## config.mk

```make
export PLATFORM = sky130hd
export DESIGN_NAME = dshc_check_unit
export DESIGN_NICKNAME = d
export VERILOG_FILES = /design/src/rtl/dshc_pkg.sv /design/src/rtl/dshc_check_unit.sv
export SDC_FILE = /design/constraint.sdc
export NUM_CORES = 1
export LEC_CHECK = 0
export ABC_AREA = 1
export BUFFER_PORTS_ARGS = -buffer_cell sky130_fd_sc_hd__buf_2
export CAP_MARGIN = 25
export CORE_ASPECT_RATIO = 0.9
export CORE_MARGIN = 10
export CORE_UTILIZATION = 49
export DETAILED_ROUTE_END_ITERATION = 10
export PLACE_DENSITY = 0.81
export SYNTH_ARGS = -nofsm -noshare
export SYNTH_HDL_FRONTEND = slang
export SYNTH_SLANG_ARGS = --single-unit
```

## constraint.sdc

```tcl
create_clock -name vclk -period 4.3
set_input_delay 1.075 -clock vclk [all_inputs]
set_output_delay 1.075 -clock vclk [all_outputs]
set_load 0.05 [all_outputs]
```

## src/rtl/dshc_pkg.sv

```systemverilog
// ----------------------------------------------------------------------------
// dshc_pkg: shared types for the digital sensor history check
// Holds the request and response layouts, the history entry layout, the
// result of one entry check, and the sequencer states.
// ----------------------------------------------------------------------------
`timescale 1ns / 1ps

package dshc_pkg;

    // Default number of entries in the history ring.
    localparam int HISTORY_DEPTH_DEF = 128;

    // Request type codes.
    localparam logic REQ_SAMPLE = 1'b0;
    localparam logic REQ_QUERY  = 1'b1;

    // One request transfer.
    typedef struct packed {
        logic        req_type;
        logic [7:0]  sample_bits;
        logic [31:0] now_ms;
        logic [2:0]  sensor_index;
        logic [31:0] window_ms;
        logic        want_value;
        logic [7:0]  min_count;
    } req_item_t;

    // One response transfer.
    typedef struct packed {
        logic       had_value;
        logic [7:0] match_count;
        logic [7:0] current_bits;
    } rsp_item_t;

    // One history ring entry.
    typedef struct packed {
        logic [7:0]  levels;
        logic [31:0] stamp;
    } hist_entry_t;

    // Outcome of checking one entry against the query.
    typedef struct packed {
        logic in_window;
        logic hit;
    } eval_t;

    // Sequencer states.
    typedef enum logic [1:0] {
        ST_IDLE,
        ST_WALK,
        ST_FINISH
    } state_t;

endpackage

```

## src/rtl/dshc_check_unit.sv

```systemverilog
// ----------------------------------------------------------------------------
// dshc_check_unit: entry check
// Computes the wrapped age of one history entry, compares it with the
// window, and tests the chosen sensor level against the wanted value.
// ----------------------------------------------------------------------------
`timescale 1ns / 1ps

module dshc_check_unit
    import dshc_pkg::*;
(
    input  hist_entry_t entry,
    input  logic [31:0] now_ms,
    input  logic [31:0] window_ms,
    input  logic [2:0]  sensor_index,
    input  logic        want_value,
    output eval_t       result
);

    logic [31:0] age;

    // Age wraps modulo 2^32 by the natural width of the subtraction.
    always_comb
    begin
        age              = now_ms - entry.stamp;
        result.in_window = (age <= window_ms);
        result.hit       = (entry.levels[sensor_index] == want_value);
    end

endmodule

```

## Word level (Yosys, flattened, before mapping)

Index checks and enable logic that the tools add are counted.

| operators by class | value |
|---|---|
| add/subtract/negate cells | 1 |
| $lt $le $gt $ge | 2 |
| equal/unequal tests | 1 |
| mux-type cells | 2 |

Operators with widths:

| operator | count |
|---|---|
| less-or-equal comparator 32 bit | 1 |
| subtractor 32 bit | 1 |
| less-than comparator 3 x 4 -> 1 bit, second input constant | 1 |
| binary-select mux 1 bit (select 3 bit) | 1 |
| == test 1 bit | 1 |
| 2-to-1 mux 1 bit | 1 |

| storage, ports and cells | value |
|---|---|
| register bits | 0 |
| word-level logic and storage cells | 6 |

## Longest topological paths before layout

Gate-level depths: netlist of run 1.

| depth | value |
|---|---|
| depth after elaboration | 3 |
| gate-level depth with buffers | 21 |

## Worst setup path after synthesis of run 1

OpenSTA, ideal clock, no wires.

| path | value |
|---|---|
| kind | input port to output port |
| start point | in now_ms[0] |
| end point | out result[1] (netlist bit) |
| arrival | 3.457 ns |
| slack | -0.232 ns |
| stages | 18 |
| buffers on the path | 0 |
| cell sequence | inv_1 -> ha_1 -> fa_1 -> inv_1 -> nand3_1 -> nand3_1 -> nand3_1 -> nand3_1 -> nand2_1 -> nand3_1 -> nand2_1 -> ha_1 -> nand2_1 -> nor2_1 -> nand2_1 -> nor4_1 -> nand2_1 -> nand2_1 |

RTL lines:

| element | line | source |
|---|---|---|
| start: declaration | dshc_check_unit.sv:12 | `input logic [31:0] now_ms,` |
| end: declaration | dshc_check_unit.sv:16 | `output eval_t result` |

==> results of run 1 <==
-- critical path: cells and delay by family --
kind,cells,cell delay [ns]
adders and majority gates,2,0.59
AOI/OAI and AO/OA,3,0.35
buffers and inverters,4,0.43
xor gates and xnor gates,1,0.18
and+or+nand+nor,10,0.88
-- worst paths after layout --
| path | startpoint | to | slack [ns] | cells past startpoint |
|---|---|---|---|---|
| hold / removal | want_value | result[0] | 2.49 | 3 |
| setup / recovery | entry[5] | result[1] | -0.27 | 20 |
-- cells by family (layout without fill, tap and decap cells) --
| kind of cell | Yosys count | in the layout | synth area share (%) |
|---|---|---|---|
| compound gates | 54 | 54 | 8.76 |
| simple gates | 362 | 362 | 42.2 |
| buf+inv | 187 | 363 | 20.9 |
| fa+ha+maj | 64 | 64 | 23.8 |
| xor+xnor | 16 | 16 | 4.12 |
| mux | 1 | 1 | 0.294 |
-- cells in the mapped netlist --
cell type,count
nand3_2,1
nand3_1,25
a21oi_2,1
xor2_1,14
ha_1,63
o211ai_1,1
nor3_1,3
nand4_1,7
fa_1,1
o21a_1,2
a21o_1,2
o21ai_0,8
a21oi_1,37
o21bai_1,2
o21bai_2,1
nor4_1,1
nand2_1,266
mux2i_1,1
buf_6,1
nor2_2,1
nor2_1,53
inv_1,186
nand2_2,5
xnor2_1,2
-- layout make-up --
cell class,count,area [um^2]
Multi-Input combinational cell,497,3330
Fill cell,509,1410
Timing Repair Buffer,177,1090
Inverter,186,711
Tap cell,90,113
-- per-stage QoR --
stage               utilization, %  power [uW]
floorplan                        -         413
global placement              69.5         648
detailed placement            69.5         671
CTS                           78.1         784
global route                  78.8         897
finish                        78.8         811
-- power by group through the flow --
stage	clock network, uW	logic (uW)	registers, uW
after CTS	0	784	0
after global routing	0	897	0
final	0	811	0
after global placement	0	648	0
after detailed placement	0	671	0
after floorplan	0	413	0
-- metal layers --
layer	vias up	wire length, um	part of all wire [%]
li1	2390	-	-
met1	2045	5490	44
met2	146	6180	49
met3	20	744	5.9
met4	0	194	1.5
met5	-	0	0
-- timing repair --
item	4_1_cts	5_1_grt
pin swaps	40	0
endpoints found under the setup margin	1	1
gates resized for setup	120	13
setup buffers	1	0
==> results.toml, run 1 <==
[global_routing]
grt_max_degree = 7
grt_pass1_wl_mm = 20.8
grt_use_met2_pct = 41.8
grt_pass1_vias = 4616
grt.total_usage_pct = 22.8
grt.overflow.total = 0
antenna_found_initial = 0
grt.busiest_layer = "met2"
met1_usage_pct = 28.7
use_met3_pct = 1.56

[route]
wl_per_cell_um = 13.3
drt-vias-per-instance = 4.84
dr.pass1.iters = 5
ant_nets = 0
routed_wirelength_mm = 12.6
drc = 0
drtIter0Drc = 301
vias = 4601

[finish]
n_sequential_cell = 0
final_layout_size_suffix_gt1_share_pct = 36.7
finalNonFillerCells = 950
final_cell_mix = "225 x nand2_1, 166 x inv_1, 107 x buf_2, 63 x buf_4, 43 x nor2_1"
regArea_um2 = 0
final_nets = 1034
diodes = 0
final_cell_area_mm2 = 0.00525
layout.cells.most_common = "nand2_1"
clkbuf_count = 0
areaGrowthSynthToFinish_pct = 54.2

[worst_setup_path]
cp_data_required_time_ns = 3.22
path_class = "primary input to output pin"
crit_path_max_incr_delay_ns = 0.31
cpMostUsedCell = "nand2_2"
arrival_ns = 3.50
crit_path_end_kind = "output pin"
path_max_fanout = 4
crit_chain = "buf_2 -> inv_1 -> ha_4 -> nand2_4 -> nor2_1 -> nand2_2 -> nand2_2 -> nand2_1 -> nand2_2 -> buf_4 -> xor2_1 -> ha_1 -> a21oi_1 -> o21ai_0 -> a21oi_1 -> nand2_1 -> nand2_1 -> nand2_2 -> nand2_4 -> buf_8"
start_kind = "primary input"
cp_slowest_cell = "ha_4"

[sta]
maxSlewViolCount = 0
worst_slack_ns = -0.273
fin_crit_sh_pct = 106
rsz0062_at_grt = "yes"
final.min_clock_period_ns = 4.57
fmaxAchievable_ghz = 0.219
max-slew-margin-rel_pct = 82.6
hold_slack_ns = 2.49
hold_viol = 0
worstMarginPinSlew_ns = 0.259
setup_viol = 1
setup_tns_ns = -0.273

[floorplanning]
ios = 110
die_h_um = 99.0
rows = 28
initial_core_util_pct = 51.1
die_x_um = 108
core_area_mm2 = 0.00666
die-area_mm2 = 0.0107

[outcome]
status = "complete, but fails checks"
violations = "negative setup slack"

[power_and_ir_drop]
switching_power_uw = 443
seq_power_share_pct = 0
swShare_pct = 54.6
combPwrFrac_pct = 100.0
total_leakage_power_uw = 0.00333
ir_worst_vdd_uv = 73.4
internal_power_uw = 368
clock_power_share_pct = 0
pwr_density_cell_mw_per_mm2 = 155

[logic_synthesis]
syn_area_mm2 = 0.00340
syn_nets = 856
synth_top_area_share_pct = 29.4
syn_area_per_cell_um2 = 4.97
synth_warnings = 0
netlist_instances = 684
synth.area.top_cells = "nand2_1 29%, ha_1 23%, inv_1 21%"
synth_top_cell_by_area = "nand2_1"
seq_area_frac_synth_pct = 0
synth_cell_type_count = 24

[placement]
io_buffers = 110
dpl_cell_area_mm2 = 0.00463
gp_congestion = 0.996
preCtsSetupSlack_ns = -0.601
hpwl_mm = 10.4
placedCellCount = 949

[clock_tree]
ctsHoldBuffers = 0

[job]
drv_cap = 0

[hold_path]
hp-class = "primary input to output pin"
(Power assumes the default switching activity.)
==> inputs of run 2 (changes only) <==
==> constraint.sdc (replaced) <==
create_clock -name vclk -period 4.3
set_input_delay 0.215 -clock vclk [all_inputs]
set_output_delay 0.215 -clock vclk [all_outputs]
set_load 0.05 [all_outputs]
==> results.toml, run 2 (synthesis gave the netlist of run 1 again) <==
[worst_setup_path]
crit_path_max_incr_delay_ns = 0.43
cp_slowest_cell = "fa_1"
cp_data_required_time_ns = 4.09
path_class = "primary input to output pin"
crit_path_end_kind = "output pin"
arrival_ns = 3.07
path_max_fanout = 3
cpMostUsedCell = "nand2_1"
crit_chain = "buf_2 -> ha_1 -> fa_1 -> inv_1 -> nand3_1 -> nand3_1 -> nand3_1 -> nand3_1 -> nand2_1 -> nand3_1 -> nand2_1 -> ha_1 -> nand2_1 -> nor2_1 -> nand2_1 -> nor4_1 -> nand2_1 -> nand2_1 -> buf_2"
start_kind = "primary input"

[floorplanning]
initial_core_util_pct = 51.1
core_area_mm2 = 0.00666
ios = 110
die_x_um = 108
die-area_mm2 = 0.0107
die_h_um = 99.0
rows = 28

[sta]
worstMarginPinSlew_ns = 0.394
fmaxAchievable_ghz = 0.305
setup_viol = 0
rsz0062_at_grt = "no"
fin_crit_sh_pct = 76.3
hold_viol = 0
worst_slack_ns = 1.02
maxSlewViolCount = 0
max-slew-margin-rel_pct = 73.8
final.min_clock_period_ns = 3.28
setup_tns_ns = 0

[hold_path]
hp-class = "primary input to output pin"
whs_endpoint = "result[0]"
worstHoldStart = "want_value"
min_path_cells = 3

[finish]
areaGrowthSynthToFinish_pct = 19.2
final_nets = 967
layout.cells.most_common = "nand2_1"
diodes = 0
multi_input_comb_area_mm2 = 0.00269
n_sequential_cell = 0
final_layout_size_suffix_gt1_share_pct = 15.0
fin_util_pct = 60.9
finalNonFillerCells = 883
regArea_um2 = 0
clkbuf_count = 0
fillCellCount = 725
final_cell_mix = "266 x nand2_1, 186 x inv_1, 110 x buf_2, 63 x ha_1, 53 x nor2_1"

[power_and_ir_drop]
clock_power_share_pct = 0
swShare_pct = 61.5
ir_worst_vdd_uv = 60.5
total_leakage_power_uw = 0.00296
combPwrFrac_pct = 100.0
finalPower_uw = 577
internal_power_uw = 222
switching_power_uw = 355
seq_power_share_pct = 0
pwr_density_cell_mw_per_mm2 = 142

[job]
drv_cap = 0

[placement]
preCtsSetupSlack_ns = 1.02
hpwl_mm = 9.81
placedCellCount = 883
gp_congestion = 0.928
io_buffers = 110

[route]
wl_met2_mm = 4.84
wl_per_cell_um = 12.0
vias = 4181
highest_layer = "met4"
wl_met1_mm = 5.02
drtIter0Drc = 281
ant_nets = 0
drc = 0
routed_wirelength_mm = 10.6
drt-vias-per-instance = 4.73
met3_length_um = 695
dr.pass1.iters = 5

[clock_tree]
postCtsSetupRepairBufs = 0
ctsHoldBuffers = 0
postCtsResizedCells = 0

[global_routing]
grt_max_degree = 8
grt.overflow.total = 0
grt.total_usage_pct = 19.4
antenna_found_initial = 0
grt_pass1_wl_mm = 17.8
grt_pass1_vias = 4076

[outcome]
status = "finished, final reports clean"
## run 2: how the worst max path moves through the flow
stage,startpoint,endpoint,slack (ns),cells past startpoint
finish,entry[0],result[1],1.02,19
CTS,entry[0],result[1],1.00,19
floorplan,now_ms[0],result[1],1.49,18
detailed placement,entry[0],result[1],1.02,19
global placement,entry[0],result[1],1.12,19
global route,entry[0],result[1],0.68,19
## run 2: metrics by stage
stage	cell area [um^2]	hold slack (ns)
3_3_place_gp	4050	0.771
4_1_cts	4050	0.777
2_1_floorplan	3400	0.702
6_report	4050	0.773
3_5_place_dp	4050	0.777
5_1_grt	4050	0.796
## run 2: power by group through the flow
| stage | Combinational [uW] | Clock, uW | Sequential, uW |
|---|---|---|---|
| floorplan | 402 | 0 | 0 |
| global placement | 552 | 0 | 0 |
| detailed placement | 571 | 0 | 0 |
| CTS | 574 | 0 | 0 |
| global route | 666 | 0 | 0 |
| finish | 577 | 0 | 0 |
## run 2: area by class of cell
type / instances / share of cell area (%)
Timing Repair Buffer: 110 / 13.6
Inverter: 186 / 17.2
Multi-Input combinational cell: 497 / 66.4
Tap cell: 90 / 2.78
## run 2: critical path: cells and delay by family
kind	cells	cell delay, ns
adders and majority gates	3	0.93
buffers and inverters	3	0.50
and+or+nand+nor	13	1.43
## run 2: routing by layer
metal	global-route usage, %	up-vias
met5	0	-
met4	1.13	0
met3	1.69	6
met2	33.4	115
met1	26.4	1801
li1	-	2259
